## src/rtl/core/ptra_pkg.sv

```systemverilog
// shared types, constants and codes for the proportional tag range allocator
package ptra_pkg;

  // field widths
  localparam int KIND_W       = 2;
  localparam int FN_W         = 3;
  localparam int DESIRED_W    = 16;
  localparam int TAG_W        = 12;
  localparam int PASID_W      = 20;
  localparam int CFG_IDX_W    = 2;
  localparam int CFG_DATA_W   = 20;
  localparam int PROD_W       = TAG_W + DESIRED_W;

  // defaults and reset values
  localparam int NUM_FUNCTIONS_DEF = 8;
  localparam logic [TAG_W-1:0]   TAG_LIMIT_RESET   = TAG_W'(64);
  localparam logic [PASID_W-1:0] PASID_LIMIT_RESET = PASID_W'((1 << 15) - 1);

  // item kinds
  typedef enum logic [KIND_W-1:0] {
    KIND_RECORD = 2'd0,
    KIND_RANGE  = 2'd1,
    KIND_PASID  = 2'd2
  } kind_t;

  // configuration register indexes
  typedef enum logic [CFG_IDX_W-1:0] {
    REG_TAG_LIMIT   = 2'd0,
    REG_PASID_LIMIT = 2'd1
  } reg_idx_t;

  // controller states
  typedef enum logic [2:0] {
    ST_IDLE,
    ST_DECODE,
    ST_SUM,
    ST_CHECK,
    ST_MUL,
    ST_DIV,
    ST_STORE,
    ST_RESP
  } state_t;

  // controller to datapath commands
  typedef struct packed {
    logic latch_item;
    logic rec_write;
    logic clear_acc;
    logic sel_walk;
    logic sum_add;
    logic idx_clr;
    logic idx_inc;
    logic grant_want;
    logic mul_load;
    logic div_step;
    logic store;
    logic set_done;
    logic load_out;
  } ptra_cmd_t;

  // datapath to controller status
  typedef struct packed {
    logic [KIND_W-1:0] kind;
    logic              done;
    logic              idx_last;
    logic              want_zero;
    logic              fits;
    logic              div_last;
    logic              out_free;
  } ptra_stat_t;

endpackage

```

## src/rtl/core/proportional_tag_range_allocator.sv

```systemverilog
// top level of the proportional tag range allocator
// Shares a pool of tag_limit context tags among the functions of one device.
// Input channel (in_valid/in_ready) takes kind, function_index and
// desired_count; every transfer gives exactly one result on the output
// channel (out_valid/out_ready). Configuration writes arrive on the cfg
// channel (index 0 tag_limit, index 1 pasid_limit), always ready; the user
// must write idle only, the block does not enforce it. Record items, PASID
// queries and later range queries go from decode to the response state.
// The first tag range query runs the assignment: it sums the desired
// counts of all functions, then per function skips it if it has no demand,
// grants the desired count if the total fits, else multiplies and divides
// in a 12-step shared divider, and stores start and count. One item is
// worked on at a time; the next is accepted as soon as the previous result
// sits in the output register. If the receiver stalls, the result holds
// and the next item waits in the response state until the output register
// frees up. Synchronous reset clears all tables, the done flag and restores
// the configuration defaults (tag_limit 64, pasid_limit 32767).
module proportional_tag_range_allocator #(
  parameter int NUM_FUNCTIONS = ptra_pkg::NUM_FUNCTIONS_DEF
) (
  input  logic                              clk,
  input  logic                              rst,
  input  logic                              in_valid,
  output logic                              in_ready,
  input  logic [ptra_pkg::KIND_W-1:0]       kind,
  input  logic [ptra_pkg::FN_W-1:0]         function_index,
  input  logic [ptra_pkg::DESIRED_W-1:0]    desired_count,
  input  logic                              cfg_valid,
  output logic                              cfg_ready,
  input  logic [ptra_pkg::CFG_IDX_W-1:0]    cfg_index,
  input  logic [ptra_pkg::CFG_DATA_W-1:0]   cfg_data,
  output logic                              out_valid,
  input  logic                              out_ready,
  output logic                              status,
  output logic [ptra_pkg::TAG_W-1:0]        base_tag,
  output logic [ptra_pkg::TAG_W-1:0]        granted_count,
  output logic [ptra_pkg::DESIRED_W-1:0]    wanted_count,
  output logic [ptra_pkg::PASID_W-1:0]      pasid_count,
  output logic                              range_warning
);

  ptra_pkg::ptra_cmd_t  cmd;
  ptra_pkg::ptra_stat_t stat;

  // configuration writes never stall
  assign cfg_ready = 1'b1;

  ptra_ctrl u_ctrl (
    .clk      (clk),
    .rst      (rst),
    .in_valid (in_valid),
    .in_ready (in_ready),
    .stat     (stat),
    .cmd      (cmd)
  );

  ptra_dp #(
    .NUM_FUNCTIONS (NUM_FUNCTIONS)
  ) u_dp (
    .clk            (clk),
    .rst            (rst),
    .cmd            (cmd),
    .stat           (stat),
    .kind           (kind),
    .function_index (function_index),
    .desired_count  (desired_count),
    .cfg_valid      (cfg_valid),
    .cfg_index      (cfg_index),
    .cfg_data       (cfg_data),
    .out_valid      (out_valid),
    .out_ready      (out_ready),
    .status         (status),
    .base_tag       (base_tag),
    .granted_count  (granted_count),
    .wanted_count   (wanted_count),
    .pasid_count    (pasid_count),
    .range_warning  (range_warning)
  );

endmodule

```

## src/rtl/core/ptra_dp.sv

```systemverilog
// datapath: tables, configuration registers, sum, multiply, divide and result register
module ptra_dp #(
  parameter int NUM_FUNCTIONS = ptra_pkg::NUM_FUNCTIONS_DEF
) (
  input  logic                              clk,
  input  logic                              rst,
  input  ptra_pkg::ptra_cmd_t               cmd,
  output ptra_pkg::ptra_stat_t              stat,
  input  logic [ptra_pkg::KIND_W-1:0]       kind,
  input  logic [ptra_pkg::FN_W-1:0]         function_index,
  input  logic [ptra_pkg::DESIRED_W-1:0]    desired_count,
  input  logic                              cfg_valid,
  input  logic [ptra_pkg::CFG_IDX_W-1:0]    cfg_index,
  input  logic [ptra_pkg::CFG_DATA_W-1:0]   cfg_data,
  output logic                              out_valid,
  input  logic                              out_ready,
  output logic                              status,
  output logic [ptra_pkg::TAG_W-1:0]        base_tag,
  output logic [ptra_pkg::TAG_W-1:0]        granted_count,
  output logic [ptra_pkg::DESIRED_W-1:0]    wanted_count,
  output logic [ptra_pkg::PASID_W-1:0]      pasid_count,
  output logic                              range_warning
);

  localparam int TAG_W     = ptra_pkg::TAG_W;
  localparam int DESIRED_W = ptra_pkg::DESIRED_W;
  localparam int PASID_W   = ptra_pkg::PASID_W;
  localparam int FN_W      = ptra_pkg::FN_W;
  localparam int PROD_W_L  = ptra_pkg::PROD_W;
  localparam int IDX_W     = (NUM_FUNCTIONS > 1) ? $clog2(NUM_FUNCTIONS) : 1;
  localparam int TOTAL_W   = DESIRED_W + $clog2(NUM_FUNCTIONS);
  localparam int START_W   = TAG_W + $clog2(NUM_FUNCTIONS) + 1;
  localparam int DIV_W     = TOTAL_W + TAG_W;
  localparam int DCNT_W    = $clog2(TAG_W);
  localparam logic [IDX_W-1:0]  LAST_IDX = IDX_W'(NUM_FUNCTIONS - 1);
  localparam logic [DCNT_W-1:0] DIV_TOP  = DCNT_W'(TAG_W - 1);

  // configuration registers
  logic [TAG_W-1:0]   tag_limit;
  logic [PASID_W-1:0] pasid_limit;

  // captured item
  logic [ptra_pkg::KIND_W-1:0] item_kind;
  logic [FN_W-1:0]             item_fn;
  logic [DESIRED_W-1:0]        item_want;
  logic                        fn_valid;
  logic [IDX_W-1:0]            item_idx;

  // per-function tables
  logic [DESIRED_W-1:0] desired   [NUM_FUNCTIONS];
  logic [TAG_W-1:0]     start_tab [NUM_FUNCTIONS];
  logic [TAG_W-1:0]     count_tab [NUM_FUNCTIONS];
  logic                 done;

  // assignment working registers
  logic [IDX_W-1:0]   walk_idx;
  logic [TOTAL_W-1:0] total;
  logic [START_W-1:0] start_acc;
  logic [START_W-1:0] start_next;
  logic               warn;
  logic [TAG_W-1:0]   grant;
  logic [DIV_W-1:0]   rem;
  logic [DIV_W-1:0]   dsh;
  logic [DCNT_W-1:0]  div_cnt;
  logic [PROD_W_L-1:0] product;

  logic [IDX_W-1:0]     rd_idx;
  logic [DESIRED_W-1:0] rd_want;
  logic                 rem_ge;

  assign fn_valid = {1'b0, item_fn} < (FN_W + 1)'(NUM_FUNCTIONS);
  assign item_idx = item_fn[IDX_W-1:0];
  assign rd_idx   = cmd.sel_walk ? walk_idx : item_idx;
  assign rd_want  = desired[rd_idx];
  assign product  = PROD_W_L'(tag_limit) * PROD_W_L'(rd_want);
  assign rem_ge   = rem >= dsh;
  assign start_next = start_acc + START_W'(grant);

  // status towards the controller
  always_comb begin
    stat.kind      = item_kind;
    stat.done      = done;
    stat.idx_last  = walk_idx == LAST_IDX;
    stat.want_zero = rd_want == '0;
    stat.fits      = total <= TOTAL_W'(tag_limit);
    stat.div_last  = div_cnt == '0;
    stat.out_free  = !out_valid || out_ready;
  end

  // configuration writes
  always_ff @(posedge clk) begin
    if (rst) begin
      tag_limit   <= ptra_pkg::TAG_LIMIT_RESET;
      pasid_limit <= ptra_pkg::PASID_LIMIT_RESET;
    end else if (cfg_valid) begin
      if (cfg_index == ptra_pkg::REG_TAG_LIMIT) begin
        tag_limit <= cfg_data[TAG_W-1:0];
      end else if (cfg_index == ptra_pkg::REG_PASID_LIMIT) begin
        pasid_limit <= cfg_data[PASID_W-1:0];
      end
    end
  end

  // item capture
  always_ff @(posedge clk) begin
    if (cmd.latch_item) begin
      item_kind <= kind;
      item_fn   <= function_index;
      item_want <= desired_count;
    end
  end

  // tables and done flag
  always_ff @(posedge clk) begin
    if (rst) begin
      for (int i = 0; i < NUM_FUNCTIONS; i++) begin
        desired[i]   <= '0;
        start_tab[i] <= '0;
        count_tab[i] <= '0;
      end
      done <= 1'b0;
    end else begin
      if (cmd.rec_write && fn_valid) begin
        desired[item_idx] <= item_want;
      end
      if (cmd.store) begin
        start_tab[walk_idx] <= start_acc[TAG_W-1:0];
        count_tab[walk_idx] <= grant;
      end
      if (cmd.set_done) begin
        done <= 1'b1;
      end
    end
  end

  // walk index, running total and running start
  always_ff @(posedge clk) begin
    if (cmd.idx_clr) begin
      walk_idx <= '0;
    end else if (cmd.idx_inc) begin
      walk_idx <= walk_idx + IDX_W'(1);
    end
    if (cmd.clear_acc) begin
      total     <= '0;
      start_acc <= '0;
    end else begin
      if (cmd.sum_add) begin
        total <= total + TOTAL_W'(rd_want);
      end
      if (cmd.store) begin
        start_acc <= start_next;
      end
    end
  end

  // warning flag, cleared for every new item
  always_ff @(posedge clk) begin
    if (rst || cmd.latch_item) begin
      warn <= 1'b0;
    end else if (cmd.store && start_next >= START_W'(tag_limit)) begin
      warn <= 1'b1;
    end
  end

  // grant: direct count, or restoring division of the product by the total
  always_ff @(posedge clk) begin
    if (cmd.grant_want) begin
      grant <= rd_want[TAG_W-1:0];
    end else if (cmd.mul_load) begin
      rem     <= DIV_W'(product);
      dsh     <= DIV_W'(total) << (TAG_W - 1);
      grant   <= '0;
      div_cnt <= DIV_TOP;
    end else if (cmd.div_step) begin
      if (rem_ge) begin
        rem <= rem - dsh;
      end
      grant   <= {grant[TAG_W-2:0], rem_ge};
      dsh     <= dsh >> 1;
      div_cnt <= div_cnt - DCNT_W'(1);
    end
  end

  // result register
  always_ff @(posedge clk) begin
    if (rst) begin
      out_valid <= 1'b0;
    end else if (cmd.load_out) begin
      out_valid <= 1'b1;
    end else if (out_ready) begin
      out_valid <= 1'b0;
    end
  end

  always_ff @(posedge clk) begin
    if (cmd.load_out) begin
      status        <= 1'b0;
      base_tag      <= '0;
      granted_count <= '0;
      wanted_count  <= '0;
      pasid_count   <= '0;
      range_warning <= 1'b0;
      unique case (item_kind)
        ptra_pkg::KIND_RECORD: begin
          wanted_count <= fn_valid ? rd_want : '0;
        end
        ptra_pkg::KIND_RANGE: begin
          if (fn_valid) begin
            base_tag      <= start_tab[item_idx];
            granted_count <= count_tab[item_idx];
            wanted_count  <= rd_want;
          end
          range_warning <= warn;
        end
        ptra_pkg::KIND_PASID: begin
          if (fn_valid && rd_want != '0) begin
            wanted_count <= rd_want;
            pasid_count  <= pasid_limit;
          end else begin
            status <= 1'b1;
          end
        end
        default: begin
          status <= 1'b0;
        end
      endcase
    end
  end

endmodule

```

## src/rtl/core/ptra_ctrl.sv

```systemverilog
// controller: sequences item decode, the one-off assignment walk and the result load
module ptra_ctrl (
  input  logic                 clk,
  input  logic                 rst,
  input  logic                 in_valid,
  output logic                 in_ready,
  input  ptra_pkg::ptra_stat_t stat,
  output ptra_pkg::ptra_cmd_t  cmd
);

  ptra_pkg::state_t state;
  ptra_pkg::state_t state_next;

  // state register
  always_ff @(posedge clk) begin
    if (rst) begin
      state <= ptra_pkg::ST_IDLE;
    end else begin
      state <= state_next;
    end
  end

  // next state and commands
  always_comb begin
    state_next = state;
    cmd        = '0;
    in_ready   = 1'b0;
    unique case (state)
      ptra_pkg::ST_IDLE: begin
        in_ready       = 1'b1;
        cmd.latch_item = in_valid;
        if (in_valid) begin
          state_next = ptra_pkg::ST_DECODE;
        end
      end
      ptra_pkg::ST_DECODE: begin
        if (stat.kind == ptra_pkg::KIND_RECORD) begin
          cmd.rec_write = 1'b1;
          state_next    = ptra_pkg::ST_RESP;
        end else if (stat.kind == ptra_pkg::KIND_RANGE && !stat.done) begin
          cmd.clear_acc = 1'b1;
          cmd.idx_clr   = 1'b1;
          state_next    = ptra_pkg::ST_SUM;
        end else begin
          state_next = ptra_pkg::ST_RESP;
        end
      end
      ptra_pkg::ST_SUM: begin
        cmd.sel_walk = 1'b1;
        cmd.sum_add  = 1'b1;
        if (stat.idx_last) begin
          cmd.idx_clr = 1'b1;
          state_next  = ptra_pkg::ST_CHECK;
        end else begin
          cmd.idx_inc = 1'b1;
        end
      end
      ptra_pkg::ST_CHECK: begin
        cmd.sel_walk = 1'b1;
        if (stat.want_zero) begin
          // no demand: skip this function
          if (stat.idx_last) begin
            cmd.set_done = 1'b1;
            state_next   = ptra_pkg::ST_RESP;
          end else begin
            cmd.idx_inc = 1'b1;
          end
        end else if (stat.fits) begin
          cmd.grant_want = 1'b1;
          state_next     = ptra_pkg::ST_STORE;
        end else begin
          state_next = ptra_pkg::ST_MUL;
        end
      end
      ptra_pkg::ST_MUL: begin
        cmd.sel_walk = 1'b1;
        cmd.mul_load = 1'b1;
        state_next   = ptra_pkg::ST_DIV;
      end
      ptra_pkg::ST_DIV: begin
        cmd.div_step = 1'b1;
        if (stat.div_last) begin
          state_next = ptra_pkg::ST_STORE;
        end
      end
      ptra_pkg::ST_STORE: begin
        cmd.store = 1'b1;
        if (stat.idx_last) begin
          cmd.set_done = 1'b1;
          state_next   = ptra_pkg::ST_RESP;
        end else begin
          cmd.idx_inc = 1'b1;
          state_next  = ptra_pkg::ST_CHECK;
        end
      end
      ptra_pkg::ST_RESP: begin
        if (stat.out_free) begin
          cmd.load_out = 1'b1;
          state_next   = ptra_pkg::ST_IDLE;
        end
      end
      default: begin
        state_next = ptra_pkg::ST_IDLE;
      end
    endcase
  end

endmodule
```

## config.mk

```make
export PLATFORM = sky130hd
export DESIGN_NAME = proportional_tag_range_allocator
export DESIGN_NICKNAME = d
export VERILOG_FILES = /design/src/rtl/core/ptra_pkg.sv /design/src/rtl/core/proportional_tag_range_allocator.sv /design/src/rtl/core/ptra_dp.sv /design/src/rtl/core/ptra_ctrl.sv
export SDC_FILE = /design/constraint.sdc
export NUM_CORES = 1
export LEC_CHECK = 0
export BUFFER_PORTS_ARGS = -buffer_cell sky130_fd_sc_hd__buf_4
export CAP_MARGIN = 20
export CORE_AREA = 2 2 347 177
export CTS_CLUSTER_DIAMETER = 60
export CTS_CLUSTER_SIZE = 10
export DETAILED_ROUTE_END_ITERATION = 8
export DIE_AREA = 0 0 349 179
export PLACE_DENSITY = 0.8
export SYNTH_ARGS = -nofsm -noshare
export SYNTH_HDL_FRONTEND = slang
export SYNTH_SLANG_ARGS = --single-unit
```

## constraint.sdc

```tcl
create_clock -name clk -period 6.9 [get_ports clk]
set_input_delay 0.345 -clock clk [delete_from_list [all_inputs] [get_ports clk]]
set_output_delay 0.345 -clock clk [all_outputs]
set_load 0.02 [all_outputs]
```

==> results.yml, run 1 <==
placement:
  place_hpwl_microns: 66410
  portBuffers: 111
  place_congestion: 1.003
  placed_cells_incl_taps: 3753
  placed_area_sq_um: 35070
yosys:
  yosysTopAreaCellShare_pct: 44.43
  synthArstFlopShare_pct: 0
  synth_top_area_cell: "edfxtp_1"
  syn_avg_cell_area_sq_um: 11.50
  ys_types: 75
  ys.flop_type: "edfxtp_1"
  synth_nets: 3164
  yosys-top-cells-count: "480 x edfxtp_1, 355 x and2_1, 307 x nand2_1, 246 x inv_1, 205 x nor2_1"
  ys_ff_latch: 556
  yosysMostFrequentCell: "edfxtp_1"
  synth_area_sq_um: 32440
  ys_warn_count: 0
  synth_edf_count: 480
  ys_seq_area_share_pct: 49.11
  synthTopCellsByArea: "edfxtp_1 44%, fa_1 8.8%, and2_1 6.8%"
  syn_inst: 2822
worst_setup_path:
  end_kind: "register"
  slowest_stage: "fa_1"
  r2r_slack_ps: -240
  cp_top_family: "adder cells"
  crit_buf_inv: 7
  cp_max_fo: 7
  crit_start: "u_ctrl.state[1]$_SDFFE_PP0P_"
  critical_path_class: "reg2reg"
  crit_required_ps: 7260
  start_kind: "register"
  cp.arrival_ps: 7500
  cp_common_cell: "fa_1"
  reg2reg_from: "u_ctrl.state[1]$_SDFFE_PP0P_"
  max_stage_delay_ps: 550
clocking:
  cts_root_buf: "clkbuf_16"
  cts.sink_count: 556
  worstSkewPairLatency_ps: 630
  cts_buffers: 66
  clk_path_buf_depth: 3
  h-tree-depth: 3
  cts_tree: "built"
  clkTransAtPathRegs_ps: 60
sta:
  setup_viol: 12
  setup_tns_ps: -1367
  fin_skew_ps: 39.04
  tightest_slew_ps: 1019
  grt_setup_unrepaired: "yes"
  fin_crit_sh_pct: 103.4
  finalHoldViolCount: 0
  maxSlewHeadroom_pct: 31.85
  slew_viol_final: 0
  fin_crit_ps: 7135
  setup_ws_ps: -235.4
  timing.fmax_ghz: 0.1401
power_and_ir_drop:
  p_leak_nw: 15.89
  p_clk_share_pct: 20.4
  seqPwrFrac_pct: 28.3
  power.total_w: 0.01623
  comb_power_share_pct: 51.3
  p_sw_share_pct: 40.34
  power.density_nw_per_um2: 422.6
  ir_drop_v: 0.0002676
  p_int_w: 0.009682
  p_sw_w: 0.006546
routing:
  drtPass1Iterations: 6
  avgViaCountPerCell: 5.982
  initialDrtViolationCount: 3290
  drtAntennaViolNets: 0
  via_count: 23600
  drc: 0
  wl_per_cell_microns: 24.19
  finalWirelength_microns: 95430
cells_and_area:
  layout-drive-gt1-share_pct: 19.41
  final_area_sq_um: 38400
  fillers: 4341
  nNetsFinal: 3448
  fin_cells: 3945
  antenna_cells: 0
  area_growth_pct: 18.35
floorplanning:
  dieArea_sq_um: 62470
  die_h_microns: 179
  die_x_microns: 349
  initial_core_util_pct: 54.10
  ioPinCount: 113
  rows: 64
  core-area_sq_um: 59980
outcome:
  violations: "negative setup slack"
  outcome: "finished, violations left"
grt:
  grt_max_degree: 77
  grt_use_total_pct: 30.52
  grt_pass1_wl_microns: 141900
  grt_pass1_vias: 23649
  antenna_found_initial: 0
  grt-ovfl-total: 0
hold_path:
  hp-class: "in2reg"
  worstHoldStart: "cfg_data[3]"
run:
  maxCapViolCount: 0
-- flip-flops by register name (all words and copies together) (netlist names), 19 cells and up --
register and count:
u_dp.count_tab 96, u_dp.pasid_limit 20, u_dp.start_tab 96, u_dp.desired 128, u_dp.rem 31, u_dp.dsh 30, u_dp.pasid_count 20, u_dp.total 19
-- worst paths after layout --
check	end	cells past startpoint
worst max-delay path	u_dp.rem[26]$_DFFE_PP_	28
worst min-delay path	u_dp.pasid_limit[3]$_SDFFE_PP1P_	3
worst max register to register	u_dp.rem[26]$_DFFE_PP_	28
worst min register to register	u_dp.pasid_limit[19]$_SDFFE_PP0P_	2
-- power by group through the flow --
stage | combinational (W) | clock (W) | sequential (W)
2_1_floorplan | 0.00465 | 0 | 0.00447
4_1_cts | 0.00765 | 0.00332 | 0.00456
6_report | 0.00833 | 0.00331 | 0.00459
3_5_place_dp | 0.00724 | 0 | 0.00462
3_3_place_gp | 0.00702 | 0 | 0.00459
5_1_grt | 0.00898 | 0.00346 | 0.00462
-- repair_timing --
action                     in CTS  in global routing
hold endpoints to repair       47                  0
gates cloned                    1                  0
pin swaps                      47                 73
hold buffers                   40                  0
gates resized for setup        58                 99
setup endpoints to repair      13                 15
buffers inserted               23                 17
-- tightest hold or removal path, delay by kind of cell --
kind | cells | cell delay [ps]
and+or+nand+nor | 2 | 150
buffers and inverters | 1 | 100
-- through the flow --
step / util (%) / worst slack, ps / hold WS (ps)
2_1_floorplan: - / -10.20 / 428.9
3_5_place_dp: 58.47 / -278.6 / 448.7
6_report: 64.02 / -235.4 / 25.09
3_3_place_gp: 58.45 / -255.6 / 438.6
4_1_cts: 63.22 / -209.6 / 11.66
5_1_grt: 64.02 / -443.2 / 1.504
-- per-layer routing --
| metal | share of wire, % | vias to the layer above | wire [microns] | track usage (%) |
|---|---|---|---|---|
| li1 | - | 10249 | - | - |
| met1 | 42 | 11725 | 39690 | 45.15 |
| met2 | 43 | 1472 | 40730 | 43.82 |
| met3 | 14 | 154 | 13410 | 10.00 |
| met4 | 1.7 | 0 | 1602 | 6.519 |
| met5 | 0 | - | 0 | 0 |
-- cell type report --
cell class                      instances  area (sq um)  share of cell area (%)
Clock buffer                          107          1848                   4.813
Sequential cell                       556         15940                   41.52
Multi-Input combinational cell       1879         15550                   40.50
Clock inverter                          8         148.9                  0.3878
Timing Repair Buffer                  341          2910                   7.579
Inverter                              262          1006                   2.620
Tap cell                              792         991.0                   2.581
-- cells in the final DEF, fill, tap and decap left out, types with 37 or more instances in the layout --
cell / Yosys / layout
edfxtp_1: 480 / 480
and2_1: 355 / 354
nand2_1: 307 / 299
buf_4: 3 / 266
inv_1: 246 / 231
nor2_1: 205 / 194
ha_1: 151 / 137
fa_1: 143 / 136
a21oi_1: 119 / 107
mux4_2: 80 / 80
dfxtp_1: 76 / 73
clkbuf_16: 0 / 68
o21ai_0: 57 / 51
xnor2_1: 48 / 45
dlygate4sd3_1: 0 / 40
clkbuf_1: 104 / 39
a21o_1: 37 / 37
-- cells by family (layout without fill, tap and decap cells) --
kind of cell | after synthesis | after routing | share of synthesized area [%]
AO/OA/AOI/OAI | 327 | 327 | 6.093
XOR/XNOR | 70 | 70 | 1.890
adder cells (fa/ha/maj) | 294 | 294 | 14.65
buffers and inverters | 387 | 718 | 4.558
flip-flops | 556 | 556 | 49.11
multiplexers | 128 | 128 | 7.219
other | 1 | 1 | 0.01156
AND/OR/NAND/NOR | 1059 | 1059 | 16.47
Note: power is estimated with default switching activity, not from simulation.
==> run 2: changes to the inputs <==
- CORE_AREA: 2 2 347 177 -> 2 2 246 248
- DIE_AREA: 0 0 349 179 -> 0 0 248 250
==> run 2 against run 1 <==
Against the previous run:
- the flow still finishes with violations (negative setup slack)
- sequential power hardly changed
- clock-buffer cell count is 15 lower
- highest routed layer unchanged
- cell area is 0.62% lower
==> results.yml, run 2 (synthesis gave the netlist of run 1 again) <==
sta:
  setup_tns_ps: -508.5
  finalHoldViolCount: 0
  fin_crit_ps: 7050
  timing.fmax_ghz: 0.1418
  setup_viol: 6
  fin_crit_sh_pct: 102.2
  grt_setup_unrepaired: "yes"
  maxSlewHeadroom_pct: 32.85
  slew_viol_final: 0
  setup_ws_ps: -150.0
  tightest_slew_ps: 981.9
  fin_skew_ps: 20.74
routing:
  finalWirelength_microns: 91780
  initialDrtViolationCount: 2396
  avgViaCountPerCell: 5.929
  drtPass1Iterations: 6
  drtAntennaViolNets: 0
  via_count: 23134
  wl_per_cell_microns: 23.52
  drc: 0
cells_and_area:
  final_util_pct: 64.06
  antenna_cells: 0
  largest_reg_flops: 128
  final_cell_mix: "480 x edfxtp_1, 355 x and2_1, 299 x nand2_1"
  top_register: "u_dp.desired"
  nNetsFinal: 3428
  fillers: 4271
  layout-drive-gt1-share_pct: 19.07
  final_common_cell: "edfxtp_1"
  final_area_sq_um: 38160
  top_regs: "u_dp.desired (128), u_dp.count_tab (96), u_dp.start_tab (96)"
  area_growth_pct: 17.62
clocking:
  worstSkewPairLatency_ps: 610
  cts.sink_count: 556
  clkTransAtPathRegs_ps: 60
  h-tree-depth: 3
  clk_path_buf_depth: 3
  cts_buffers: 70
  cts_root_buf: "clkbuf_16"
  cts_tree: "built"
worst_setup_path:
  rr_worst_depth: 27
  r2r_slack_ps: -150
  start_kind: "register"
  crit_required_ps: 7260
  crit_start: "u_ctrl.state[2]$_SDFFE_PP0P_"
  cp_max_fo: 8
  r2r-end: "u_dp.rem[26]$_DFFE_PP_"
  reg2reg_from: "u_ctrl.state[2]$_SDFFE_PP0P_"
  end_kind: "register"
  critical_path_class: "reg2reg"
  cp.arrival_ps: 7410
power_and_ir_drop:
  ir_drop_v: 0.0002958
  power.density_nw_per_um2: 417.0
  p_leak_nw: 15.78
  power.total_w: 0.01591
grt:
  grt_pass1_wl_microns: 138400
  grt_use_total_pct: 29.75
  grt_pass1_vias: 23825
  grt-ovfl-total: 0
  antenna_found_initial: 5
  grt_max_degree: 77
hold_path:
  hp-class: "in2reg"
  hold_path_depth: 3
  worstHoldStart: "out_ready"
  holdPathEnd: "u_dp.out_valid$_SDFFE_PP0P_"
floorplanning:
  initial_core_util_pct: 54.47
  rows: 90
  core-area_sq_um: 59570
  die_h_microns: 250
  dieArea_sq_um: 62000
  die_x_microns: 248
  ioPinCount: 113
placement:
  placed_area_sq_um: 34910
  place_congestion: 1.039
  place_hpwl_microns: 61580
  dp_worst_setup_slack_ps: -276.6
  portBuffers: 111
run:
  maxCapViolCount: 0
outcome:
  outcome: "finished, violations left"
  violations: "negative setup slack"
run 2: timing repair:
action | in CTS | in global routing
setup endpoints to repair | 10 | 13
buffers inserted | 17 | 11
endpoints found under the hold margin | 53 | 0
resized for setup | 63 | 75
pin swaps | 39 | 62
hold buffers | 41 | 0
gates cloned | 2 | 1
run 2: cell type report:
class	count	area, sq um	share of cell area, %
sequential	556	15940	41.76
multi-input combinational	1881	15570	40.79
timing repair buffer	315	2633	6.898
clock buffer	92	1856	4.862
inverter	262	998.5	2.616
tap	782	978.4	2.564
clock inverter	14	192.7	0.5049
run 2: worst max-delay path: stages (launching register included):
cell	delay, ps
dfxtp_2	330
nor3b_4	160
a21oi_4	250
mux2_4	420
buf_12	170
mux4_2	430
mux2_4	330
inv_4	80
nor2_4	40
fa_1	530
inv_2	40
fa_1	500
inv_1	50
fa_1	480
fa_1	540
inv_1	50
fa_1	520
inv_2	50
ha_4	150
or4_4	420
o21ai_2	90
a21oi_2	50
a41o_1	250
a41o_1	250
o21a_1	190
o21a_1	200
mux2i_1	170
o21ai_1	80
run 2: routing by layer:
metal,wire length [microns],GRT usage [%]
met5,0,0
met4,3476,11.53
met3,9297,6.119
met2,44240,48.18
met1,34760,39.39
run 2: stage by stage:
step	std cells	hold WS [ps]
2_1_floorplan	2822	428.9
3_3_place_gp	3727	441.7
3_5_place_dp	3727	452.0
4_1_cts	3892	128.2
5_1_grt	3902	185.8
6_report	3902	142.4
run 2: power by group:
part | internal [W] | switching (W)
sequential | 0.00421 | 0.000395
combinational | 0.00345 | 0.00453
clock | 0.00193 | 0.00139
total | 0.00959 | 0.00632
run 2: how the worst max path moves through the flow:
stage / endpoint / slack, ps / cells past startpoint
floorplan: u_dp.rem[26]$_DFFE_PP_ / -10 / 28
global placement: u_dp.rem[23]$_DFFE_PP_ / -160 / 27
detailed placement: u_dp.rem[23]$_DFFE_PP_ / -280 / 27
CTS: u_dp.rem[26]$_DFFE_PP_ / -120 / 27
global route: u_dp.rem[26]$_DFFE_PP_ / -350 / 25
finish: u_dp.rem[26]$_DFFE_PP_ / -150 / 27
